### src/rtl/core/sha2_pkg.sv
// ----------------------------------------------------------------------------
// SHA-2 hash package
// Round constants, initial hash values, sequencer states and the SHA-256
// logical functions shared by the hash core.
// ----------------------------------------------------------------------------
package sha2_pkg;

  typedef enum logic [2:0] {
    ST_IDLE,
    ST_MARK,
    ST_ZERO,
    ST_LEN_HI,
    ST_LEN_LO,
    ST_ROUND,
    ST_UPDATE,
    ST_OUT
  } sha2_st_t;

  localparam logic [31:0] PAD_MARK_WORD = 32'h8000_0000;
  localparam logic [2:0]  PAD_MARK_BYTES = 3'd1;
  localparam logic [2:0]  WORD_BYTES = 3'd4;
  localparam logic [4:0]  BLOCK_WORDS_M1 = 5'd15;
  localparam logic [4:0]  LEN_WORD_POS = 5'd14;
  localparam logic [5:0]  LAST_ROUND = 6'd63;
  localparam logic [2:0]  LAST_INDEX_256 = 3'd7;
  localparam logic [2:0]  LAST_INDEX_224 = 3'd6;

  localparam logic [31:0] IV_256 [8] = '{
    32'h6a09e667, 32'hbb67ae85, 32'h3c6ef372, 32'ha54ff53a,
    32'h510e527f, 32'h9b05688c, 32'h1f83d9ab, 32'h5be0cd19
  };

  localparam logic [31:0] IV_224 [8] = '{
    32'hc1059ed8, 32'h367cd507, 32'h3070dd17, 32'hf70e5939,
    32'hffc00b31, 32'h68581511, 32'h64f98fa7, 32'hbefa4fa4
  };

  localparam logic [31:0] ROUND_K [64] = '{
    32'h428a2f98, 32'h71374491, 32'hb5c0fbcf, 32'he9b5dba5,
    32'h3956c25b, 32'h59f111f1, 32'h923f82a4, 32'hab1c5ed5,
    32'hd807aa98, 32'h12835b01, 32'h243185be, 32'h550c7dc3,
    32'h72be5d74, 32'h80deb1fe, 32'h9bdc06a7, 32'hc19bf174,
    32'he49b69c1, 32'hefbe4786, 32'h0fc19dc6, 32'h240ca1cc,
    32'h2de92c6f, 32'h4a7484aa, 32'h5cb0a9dc, 32'h76f988da,
    32'h983e5152, 32'ha831c66d, 32'hb00327c8, 32'hbf597fc7,
    32'hc6e00bf3, 32'hd5a79147, 32'h06ca6351, 32'h14292967,
    32'h27b70a85, 32'h2e1b2138, 32'h4d2c6dfc, 32'h53380d13,
    32'h650a7354, 32'h766a0abb, 32'h81c2c92e, 32'h92722c85,
    32'ha2bfe8a1, 32'ha81a664b, 32'hc24b8b70, 32'hc76c51a3,
    32'hd192e819, 32'hd6990624, 32'hf40e3585, 32'h106aa070,
    32'h19a4c116, 32'h1e376c08, 32'h2748774c, 32'h34b0bcb5,
    32'h391c0cb3, 32'h4ed8aa4a, 32'h5b9cca4f, 32'h682e6ff3,
    32'h748f82ee, 32'h78a5636f, 32'h84c87814, 32'h8cc70208,
    32'h90befffa, 32'ha4506ceb, 32'hbef9a3f7, 32'hc67178f2
  };

  function automatic logic [31:0] big_sig0(input logic [31:0] x);
    return {x[1:0], x[31:2]} ^ {x[12:0], x[31:13]} ^ {x[21:0], x[31:22]};
  endfunction

  function automatic logic [31:0] big_sig1(input logic [31:0] x);
    return {x[5:0], x[31:6]} ^ {x[10:0], x[31:11]} ^ {x[24:0], x[31:25]};
  endfunction

  function automatic logic [31:0] small_sig0(input logic [31:0] x);
    return {x[6:0], x[31:7]} ^ {x[17:0], x[31:18]} ^ {3'b000, x[31:3]};
  endfunction

  function automatic logic [31:0] small_sig1(input logic [31:0] x);
    return {x[16:0], x[31:17]} ^ {x[18:0], x[31:19]} ^ {10'd0, x[31:10]};
  endfunction

endpackage

### src/rtl/core/sha256_sha224_hash.sv
// ----------------------------------------------------------------------------
// SHA-256 / SHA-224 hash core
// Packs a byte stream into 512-bit blocks, runs one compression round per
// cycle, pads the message and returns the digest one word per request.
// ----------------------------------------------------------------------------
// Usage:
// The input channel carries one request per message word: in_data_word holds
// up to four bytes, first byte in bits 31..24, in_valid_bytes counts them and
// in_last_word ends the message. Short words may appear anywhere; their bytes
// pack as a plain byte stream. A word is taken while in_stall is low. Each
// completed 64-byte block holds the input for 64 rounds and a chaining
// update. After the last word the block pads the message (a marker byte,
// zero words and the two length words, compressing each block it fills)
// and then offers 8 digest words, or 7 in SHA-224 mode, one per cycle on
// the output channel while out_stall is low. While the receiver stalls,
// the current digest word holds; the next message is taken only after the
// final digest word is accepted. cfg_we writes the mode bit, reloads the
// initial values and drops any partial message. Reset selects SHA-256 and
// starts an empty message.
// ----------------------------------------------------------------------------
module sha256_sha224_hash
  import sha2_pkg::*;
(
  input  logic        clk,
  input  logic        rst_n,
  input  logic        cfg_we,
  input  logic        cfg_mode_224,
  input  logic        in_valid,
  output logic        in_stall,
  input  logic [31:0] in_data_word,
  input  logic [2:0]  in_valid_bytes,
  input  logic        in_last_word,
  output logic        out_valid,
  input  logic        out_stall,
  output logic [31:0] out_digest_word,
  output logic [2:0]  out_word_index,
  output logic        out_last_of_digest
);

  sha2_st_t    state_r, state_nxt;
  sha2_st_t    ret_r, ret_nxt;
  logic        mode_r, mode_nxt;
  logic [31:0] chain_r [8];
  logic [31:0] chain_nxt [8];
  logic [31:0] vars_r [8];
  logic [31:0] vars_nxt [8];
  logic [31:0] w_r [16];
  logic [31:0] w_nxt [16];
  logic [4:0]  wcnt_r, wcnt_nxt;
  logic [31:0] acc_r, acc_nxt;
  logic [1:0]  acc_n_r, acc_n_nxt;
  logic [63:0] bit_len_r, bit_len_nxt;
  logic [5:0]  round_r, round_nxt;
  logic [2:0]  oidx_r, oidx_nxt;

  logic [2:0]  in_cnt;
  logic [31:0] acc_m;
  logic [31:0] mrg_word;
  logic [2:0]  mrg_cnt;
  logic [31:0] mrg_mask;
  logic [63:0] mrg_cat;
  logic [2:0]  mrg_total;
  logic        push_en;
  logic [31:0] push_word;
  sha2_st_t    after_st;
  logic [31:0] t1, t2, w_new;
  logic [2:0]  last_idx;

  assign in_cnt = (in_valid_bytes > WORD_BYTES) ? WORD_BYTES : in_valid_bytes;
  assign acc_m = acc_r & ~(32'hFFFF_FFFF >> {acc_n_r, 3'b000});
  assign mrg_word = (state_r == ST_MARK) ? PAD_MARK_WORD : in_data_word;
  assign mrg_cnt = (state_r == ST_MARK) ? PAD_MARK_BYTES : in_cnt;
  assign mrg_mask = ~(32'hFFFF_FFFF >> {mrg_cnt, 3'b000});
  assign mrg_cat = {acc_m, 32'h0} | ({mrg_word & mrg_mask, 32'h0} >> {acc_n_r, 3'b000});
  assign mrg_total = {1'b0, acc_n_r} + mrg_cnt;

  assign t1 = vars_r[7] + big_sig1(vars_r[4])
            + ((vars_r[4] & vars_r[5]) ^ (~vars_r[4] & vars_r[6]))
            + ROUND_K[round_r] + w_r[0];
  assign t2 = big_sig0(vars_r[0])
            + ((vars_r[0] & vars_r[1]) ^ (vars_r[0] & vars_r[2]) ^ (vars_r[1] & vars_r[2]));
  assign w_new = small_sig1(w_r[14]) + w_r[9] + small_sig0(w_r[1]) + w_r[0];

  assign last_idx = mode_r ? LAST_INDEX_224 : LAST_INDEX_256;
  assign in_stall = (state_r != ST_IDLE);
  assign out_valid = (state_r == ST_OUT);
  assign out_digest_word = chain_r[oidx_r];
  assign out_word_index = oidx_r;
  assign out_last_of_digest = (oidx_r == last_idx);

  always_ff @(posedge clk) begin
    if (!rst_n) begin
      state_r <= ST_IDLE;
      ret_r <= ST_IDLE;
      mode_r <= 1'b0;
      wcnt_r <= '0;
      acc_n_r <= '0;
      bit_len_r <= '0;
      round_r <= '0;
      oidx_r <= '0;
      for (int i = 0; i < 8; i++) begin
        chain_r[i] <= IV_256[i];
        vars_r[i] <= '0;
      end
    end else begin
      state_r <= state_nxt;
      ret_r <= ret_nxt;
      mode_r <= mode_nxt;
      wcnt_r <= wcnt_nxt;
      acc_n_r <= acc_n_nxt;
      bit_len_r <= bit_len_nxt;
      round_r <= round_nxt;
      oidx_r <= oidx_nxt;
      chain_r <= chain_nxt;
      vars_r <= vars_nxt;
    end
  end

  always_ff @(posedge clk) begin
    acc_r <= acc_nxt;
    w_r <= w_nxt;
  end

  always_comb begin
    state_nxt = state_r;
    ret_nxt = ret_r;
    mode_nxt = mode_r;
    chain_nxt = chain_r;
    vars_nxt = vars_r;
    w_nxt = w_r;
    wcnt_nxt = wcnt_r;
    acc_nxt = acc_r;
    acc_n_nxt = acc_n_r;
    bit_len_nxt = bit_len_r;
    round_nxt = round_r;
    oidx_nxt = oidx_r;
    push_en = 1'b0;
    push_word = mrg_cat[63:32];
    after_st = state_r;

    case (state_r)
      ST_IDLE: begin
        if (in_valid) begin
          push_en = mrg_total[2];
          acc_nxt = mrg_total[2] ? mrg_cat[31:0] : mrg_cat[63:32];
          acc_n_nxt = mrg_total[1:0];
          bit_len_nxt = bit_len_r + {58'd0, in_cnt, 3'b000};
          after_st = in_last_word ? ST_MARK : ST_IDLE;
        end
      end
      ST_MARK: begin
        push_en = mrg_total[2];
        acc_nxt = mrg_total[2] ? mrg_cat[31:0] : mrg_cat[63:32];
        acc_n_nxt = mrg_total[1:0];
        after_st = ST_ZERO;
      end
      ST_ZERO: begin
        if (wcnt_r == LEN_WORD_POS && acc_n_r == 2'd0) begin
          after_st = ST_LEN_HI;
        end else begin
          push_en = 1'b1;
          push_word = acc_m;
          acc_n_nxt = 2'd0;
          after_st = ST_ZERO;
        end
      end
      ST_LEN_HI: begin
        push_en = 1'b1;
        push_word = bit_len_r[63:32];
        after_st = ST_LEN_LO;
      end
      ST_LEN_LO: begin
        push_en = 1'b1;
        push_word = bit_len_r[31:0];
        oidx_nxt = 3'd0;
        after_st = ST_OUT;
      end
      ST_ROUND: begin
        for (int i = 7; i > 0; i--) begin
          vars_nxt[i] = vars_r[i-1];
        end
        vars_nxt[4] = vars_r[3] + t1;
        vars_nxt[0] = t1 + t2;
        for (int i = 0; i < 15; i++) begin
          w_nxt[i] = w_r[i+1];
        end
        w_nxt[15] = w_new;
        round_nxt = round_r + 6'd1;
        if (round_r == LAST_ROUND) begin
          state_nxt = ST_UPDATE;
        end
      end
      ST_UPDATE: begin
        for (int i = 0; i < 8; i++) begin
          chain_nxt[i] = chain_r[i] + vars_r[i];
        end
        wcnt_nxt = 5'd0;
        state_nxt = ret_r;
      end
      ST_OUT: begin
        if (!out_stall) begin
          if (oidx_r == last_idx) begin
            for (int i = 0; i < 8; i++) begin
              chain_nxt[i] = mode_r ? IV_224[i] : IV_256[i];
            end
            bit_len_nxt = 64'd0;
            state_nxt = ST_IDLE;
          end else begin
            oidx_nxt = oidx_r + 3'd1;
          end
        end
      end
      default: begin
        state_nxt = ST_IDLE;
      end
    endcase

    if (state_r != ST_ROUND && state_r != ST_UPDATE && state_r != ST_OUT) begin
      state_nxt = after_st;
      if (push_en) begin
        for (int i = 0; i < 15; i++) begin
          w_nxt[i] = w_r[i+1];
        end
        w_nxt[15] = push_word;
        wcnt_nxt = wcnt_r + 5'd1;
        if (wcnt_r == BLOCK_WORDS_M1) begin
          vars_nxt = chain_r;
          round_nxt = 6'd0;
          ret_nxt = after_st;
          state_nxt = ST_ROUND;
        end
      end
    end

    if (cfg_we) begin
      mode_nxt = cfg_mode_224;
      for (int i = 0; i < 8; i++) begin
        chain_nxt[i] = cfg_mode_224 ? IV_224[i] : IV_256[i];
      end
      wcnt_nxt = 5'd0;
      acc_n_nxt = 2'd0;
      bit_len_nxt = 64'd0;
    end
  end

  a_round_full: assert property (@(posedge clk) disable iff (!rst_n)
    state_r == ST_ROUND |-> wcnt_r == 5'd16)
    else $error("Compression running without a full block.");

  a_round_end: assert property (@(posedge clk) disable iff (!rst_n)
    state_r == ST_ROUND && round_r == LAST_ROUND |=> state_r == ST_UPDATE)
    else $error("Compression did not end after the last round.");

  a_update_clear: assert property (@(posedge clk) disable iff (!rst_n)
    state_r == ST_UPDATE && !cfg_we |=> wcnt_r == 5'd0)
    else $error("Block buffer not emptied after the chaining update.");

  a_out_empty: assert property (@(posedge clk) disable iff (!rst_n)
    state_r == ST_OUT |-> wcnt_r == 5'd0 && acc_n_r == 2'd0)
    else $error("Digest offered with message bytes still buffered.");

  a_msg_restart: assert property (@(posedge clk) disable iff (!rst_n)
    out_valid && !out_stall && out_last_of_digest |=> state_r == ST_IDLE
      && bit_len_r == 64'd0)
    else $error("Next message not started after the final digest word.");

endmodule
### config.mk
export PLATFORM = sky130hd
export DESIGN_NAME = sha256_sha224_hash
export DESIGN_NICKNAME = d
export VERILOG_FILES = /design/src/rtl/core/sha2_pkg.sv /design/src/rtl/core/sha256_sha224_hash.sv
export SDC_FILE = /design/constraint.sdc
export NUM_CORES = 2
export LEC_CHECK = 0
export ABC_CLOCK_PERIOD_IN_PS = 10900
export BUFFER_PORTS_ARGS = -buffer_cell sky130_fd_sc_hd__buf_2
export CAP_MARGIN = 20
export CORE_UTILIZATION = 50
export CTS_CLUSTER_SIZE = 16
export DETAILED_ROUTE_END_ITERATION = 7
export PLACE_DENSITY = 0.65
export SLEW_MARGIN = 20
export SYNTH_ARGS = -nofsm -noshare
export SYNTH_HDL_FRONTEND = slang
export SYNTH_SLANG_ARGS = --single-unit
### constraint.sdc
create_clock -name clk -period 10.9 [get_ports clk]
set_input_delay 3.27 -clock clk [delete_from_list [all_inputs] [get_ports clk]]
set_output_delay 3.27 -clock clk [all_outputs]
set_load 0.005 [all_outputs]
* Yosys cells after proc, flatten, opt, wreduce, memory -nomap -nowiden
Memories as Yosys holds them, arrays and structs flattened.
Index checks and enable logic that the tools add are counted.
Widths: inputs -> output; s select.
** Cells by class
- Bitwise gates (word level) :: 25
- Reduce and logical (&&, ||, !) cells :: 21
- Shift-type cells :: 3
- $lt $le $gt $ge :: 3
- Eq/ne operators :: 24
- Add/subtract/negate cells :: 23
- Multiplexer cells :: 72
** Operators with widths (count)
- $mux 256 :: 7
- $mux 512 :: 3
- $add 32x32->32 :: 18
- $mux 32 :: 18
- $pmux 256 s2 :: 1
- $xor 32x32->32 :: 9
- $and 32x32->32 :: 7
- $mux 64 :: 3
- $pmux 64 s2 :: 1
- $mux 31 :: 4
- $bmux 32 s3 :: 1
- $not 32->32 :: 3
- $pmux 32 s3 :: 1
- $add 64x6->64 :: 1
- $or 64x64->64 :: 1
- $pmux 32 s2 :: 1
- $shr 64x5->64 :: 1
- $mux 28 :: 2
- $mux 3 :: 11
- $shr 32x5->32 const A :: 1
- $shr 32x6->32 const A :: 1
- $xor 32x22->32 :: 1
- $xor 32x29->32 :: 1
- $mux 6 :: 4
- other kinds (39) :: 70
** Word-level totals
- Input port bits :: 42
- Memories :: 1
- Flip-flop bits (word level) :: 1143
- Memory bits (read-only) :: 2048
** Memory list
- (name not given) :: depth 64, bits a word 32, rd ports 1, clocked after memory_dff 0, write ports 0, line sha256_sha224_hash.sv:79 : + ROUND_K[round_r] + w_r[0];

* Depth between registers and ports, before layout
- Depth in word-level cells :: 12
- Mapped depth :: 40
- Depth with buffers taken out :: 37

* Worst setup path after synthesis
No wires, ideal clock.
- Kind :: register to register
- From :: register round_r[1]
- To :: register vars_r[255] (netlist name)
- Clock period less this slack :: 7580 ps
- Setup time :: 62 ps
- Path buffers :: 3
- Cell stages (with the launch flop) :: 40
- Arrival :: 7518 ps
- Data required time :: 10838 ps
- Path slack :: 3320 ps
- Cell sequence :: dfxtp_1 > clkbuf_1 > inv_1 > ha_1 > clkbuf_1 > and2_1 > clkbuf_1 > nor2_1 > nand2_1 > o211ai_1 > nand3_1 > o21ai_0 > fa_1 > inv_1 > ha_1 > fa_1 > a21oi_1 > nand4b_1 > (+4 left out) > o21ai_0 > a2111oi_0 > nor2_1 > xor2_1 > inv_1 > fa_1 > inv_1 > ha_1 > nand2_1 > o21ai_0 > a21oi_1 > or2_2 > a31oi_1 > a211o_1 > a21oi_1 > xnor2_1 > or3_1 > nand3_1
** Between the ends
- Word-level cells in the longest chain between the ends :: 11
** Ends and longest elaborated chain
- start, declared :: line sha256_sha224_hash.sv:53 : logic [5:0] round_r, round_nxt;
- start signal, assigned :: line sha256_sha224_hash.sv:112 : round_r <= round_nxt;
- $not 6->7 (implied by the code) * :: line sha256_sha224_hash.sv:79
- $mem_v2 64x32 *
- $mux 32 (implied by the code) * (2 in series) :: line sha256_sha224_hash.sv:79
- $add 32x32->32 * (2 in series) :: line sha256_sha224_hash.sv:79
- $add 32x32->32 * :: line sha256_sha224_hash.sv:183 : vars_nxt[0] = t1 + t2;
- $mux 256 * :: line sha256_sha224_hash.sv:141 : case (state_r)
- $mux 256 :: line sha256_sha224_hash.sv:226 : if (wcnt_r == BLOCK_WORDS_M1) begin
- $mux 256 :: line sha256_sha224_hash.sv:220 : if (push_en) begin
- $mux 256 * :: line sha256_sha224_hash.sv:218 : if (state_r != ST_ROUND && state_r != ST_UPDATE && state_r != ST_OUT) begin
- end signal, assigned :: line sha256_sha224_hash.sv:115 : vars_r <= vars_nxt;
- end, declared :: line sha256_sha224_hash.sv:45 : logic [31:0] vars_r [8];
Every way passes the cells marked *; elsewhere a longest branch is shown, timed or not. The select of a mux whose other input is x is not followed.
A chain may end at the register's enable or synchronous reset.

* Final worst setup path
- From :: register round_r[0]
- To :: register vars_r[255] (netlist name)
Same word-level chain as after synthesis.

==> flow_metrics.env <==
export IMPL_outcome="completed"
export IMPL_synth_cells=8473
export IMPL_worstPathArrival_ns=9.43
export IMPL_total_power_mw=22.02
export IMPL_antenna_left=0
export IMPL_finish_instance_area_um2=79340
export IMPL_holdWs_ns=0.4522
export IMPL_grt_overflow_total=0
export IMPL_finalClockSkew_ns=0.04691
export IMPL_rsz0062_at_grt="false"
export IMPL_p_int_mw=12.69
export IMPL_dpl_cell_area_um2=74810
export IMPL_max_stage_delay_ns=0.64
export IMPL_cts_sinks=1132
export IMPL_cts_buffer_depth=3
export IMPL_crit_top_cell="a21o_1"
export IMPL_leakagePower_nw=32.98
export IMPL_cts_tree="yes"
export IMPL_hold_depth=2
export IMPL_slew_violations=0
export IMPL_rr_worst_depth=35
export IMPL_nets=8913
export IMPL_worstSetupPathType="reg2reg"
export IMPL_synth_seq_area_share_pct=31.40
export IMPL_fin_tns_setup_ns=0
export IMPL_hpwl_um=192100
export IMPL_insertion_delay_ns=0.79
export IMPL_wl_per_cell_um=25.56
export IMPL_start_util_pct=50.58
export IMPL_switching_share_pct=42.37
export IMPL_core_area_um2=144200
export IMPL_hold_violations=0
export IMPL_drcViolationCount=0
export IMPL_via_per_inst=6.209
export IMPL_ys_seq_elements=1132
export IMPL_cp_required_ns=11.62
export IMPL_grt_first_pass_wirelength_um=387600
export IMPL_yosys_warnings=0
export IMPL_syn_area_um2=72930
export IMPL_p_clk_share_pct=21.0
export IMPL_root_buffer="clkbuf_16"
export IMPL_relSlewSlack_pct=19.39
export IMPL_hold_path_class="reg2reg"
export IMPL_io_pins=80
export IMPL_gp_congestion=1.018
export IMPL_comb_power_share_pct=52.0
export IMPL_cap_violations=0
export IMPL_cts_hold_buf=0
export IMPL_yosysMostFrequentCell="dfxtp_1"
export IMPL_powerDensity_nw_per_um2=277.5
export IMPL_start_kind="flop"
export IMPL_cts_setup_buffers=0
export IMPL_grt_pass1_vias=60390
export IMPL_synth_common_cells="1108 x dfxtp_1, 970 x nand2_1, 706 x nor2_1"
export IMPL_h_tree_depth=4
export IMPL_path_clk_slew_ns=0.07
export IMPL_drt_iter0_drc=6255
export IMPL_max_freq_ghz=0.1149
export IMPL_syn_nets=9113
export IMPL_cpMaxStageDelayCell="ha_1"
export IMPL_wl_um=262800
export IMPL_finalCoreUtilization_pct=55.03
export IMPL_yosys_area_top_type_share_pct=30.41
export IMPL_pwr_share_seq_pct=27.0
export IMPL_io_buffers=79
export IMPL_synth_area_per_cell_um2=8.607
export IMPL_grtUsageTotal_pct=34.89
export IMPL_finalSetupViolCount=0
export IMPL_drive_gt1_share_pct=12.00
export IMPL_yosysTopAreaCell="dfxtp_1"
export IMPL_p_switching_mw=9.328
export IMPL_die_h_um=383.9
export IMPL_first_pass_iters=8
export IMPL_ir_drop_uv=530.7
export IMPL_end_kind="flop"
export IMPL_num_vias=63820
export IMPL_die_x_um=383.9
export IMPL_rows=139
export IMPL_cts_buffers=132
export IMPL_synth_edf_count=24
export IMPL_synthArstFlopShare_pct=0
export IMPL_fin_crit_sh_pct=79.88
export IMPL_grt_antenna_before_repair=11
export IMPL_final_min_clock_period_ns=8.707
export IMPL_fp_dieArea_um2=147400
export IMPL_area_delta_synth_final_pct=8.796
export IMPL_grt_max_degree=165
export IMPL_tightest_slew_ns=1.209
export IMPL_synthDistinctLibCells=105
export IMPL_synth_area_leaders="dfxtp_1 30%, ha_1 6.9%, mux2_2 6.8%, fa_1 5.4%, nand2_1 5.0%"
export IMPL_synth_ff_type="dfxtp_1"
export IMPL_cts_resized=0
export IMPL_critPathMaxFanout=11
## final timing paths
check        startpoint     endpoint  slack, ns
max          round_r[0]  vars_r[255]       2.19
min            w_r[171]     w_r[203]       0.45
max reg2reg  round_r[0]  vars_r[255]       2.19
min reg2reg    w_r[171]     w_r[203]       0.45
## placed cells by master (no fill, tap or decap), types with 27 or more instances in the layout
master     synthesis  final
a211oi_1          89     89
a21o_1           181    181
a21oi_1          535    534
a22oi_1           41     41
a311oi_1         188    188
a31oi_1           75     73
and2_1            28     28
and3_1            45     45
buf_2             47     78
buf_4              0     99
clkbuf_1         415     28
clkbuf_16          0    137
clkbuf_8           0     29
dfxtp_1         1108   1100
fa_1             197    197
ha_1             401    401
inv_1            490    488
mux2_1            41     41
mux2_2           442    442
mux2i_1           36     36
mux4_2            67     67
nand2_1          970    965
nand2b_1          61     61
nand3_1          176    176
nand4_1           40     40
nor2_1           706    700
nor2b_1           56     55
nor3_1           112    109
o211ai_1         130    130
o21a_1            73     73
o21ai_0          457    456
o21ai_1           57     58
o21bai_1          38     38
o22ai_1           62     62
o31ai_1           38     37
or2_2             27     27
or3_1             40     39
xnor2_1          355    354
xor2_1           259    259
## metrics by stage
step,cells,setup slack [ns]
2_1_floorplan,8473,3.320
3_3_place_gp,10040,2.400
3_5_place_dp,10040,2.445
4_1_cts,10280,2.392
5_1_grt,10280,1.667
6_report,10280,2.193
## per-layer routing
layer  vias up  wire (µm)  track usage [%]
li1      29510          -                -
met1     30860     103400            43.19
met2      2754     121300            56.84
met3       689      20320            5.740
met4         6      17760            21.12
met5         -         46                0
## area by class of cell
| class | count | area [µm²] |
|---|---|---|
| flip-flops and latches | 1132 | 22920 |
| repair buffers | 188 | 1345 |
| inverters | 496 | 1869 |
| clock buffers | 194 | 3933 |
| fillers | 13200 | 64830 |
| multi-input cells | 6323 | 46310 |
| clock inverters | 42 | 586.8 |
| diodes | 1 | 2.502 |
| well taps | 1903 | 2381 |
## cell families after synthesis
family          after synthesis  synth area share (%)
compound gates             2180                 19.49
xor+xnor                    615                 7.406
fa+ha+maj                   601                 12.33
buf+inv                    1018                 5.322
flops                      1132                 31.40
mux                         586                 10.02
simple gates               2341                 14.03
## power by group through the flow
stage,Sequential (mW),Combinational (mW),Clock (mW)
2_1_floorplan,5.64,8.40,0
3_3_place_gp,5.99,11.1,0
3_5_place_dp,6.03,11.2,0
4_1_cts,5.95,11.3,4.69
5_1_grt,6.05,12.5,4.85
6_report,5.94,11.4,4.63
## critical path: cells and delay by family (launching register included)
family          cells  cell delay (ns)
fa+ha+maj           6             2.64
simple gates       10             1.69
buf+inv             3             0.36
compound gates     14             3.23
flops               1             0.33
xor+xnor            2             0.38
## state kept, by name, summed over array words and instances, names as in the netlist
name,cells
w_r,512
chain_r,256
vars_r,256
bit_len_r,61
acc_r,24
round_r,6
wcnt_r,5
out_word_index,3
ret_r,3
state_r,3
acc_n_r,2
mode_r,1
No activity file was read; power rests on OpenSTA's default activity.
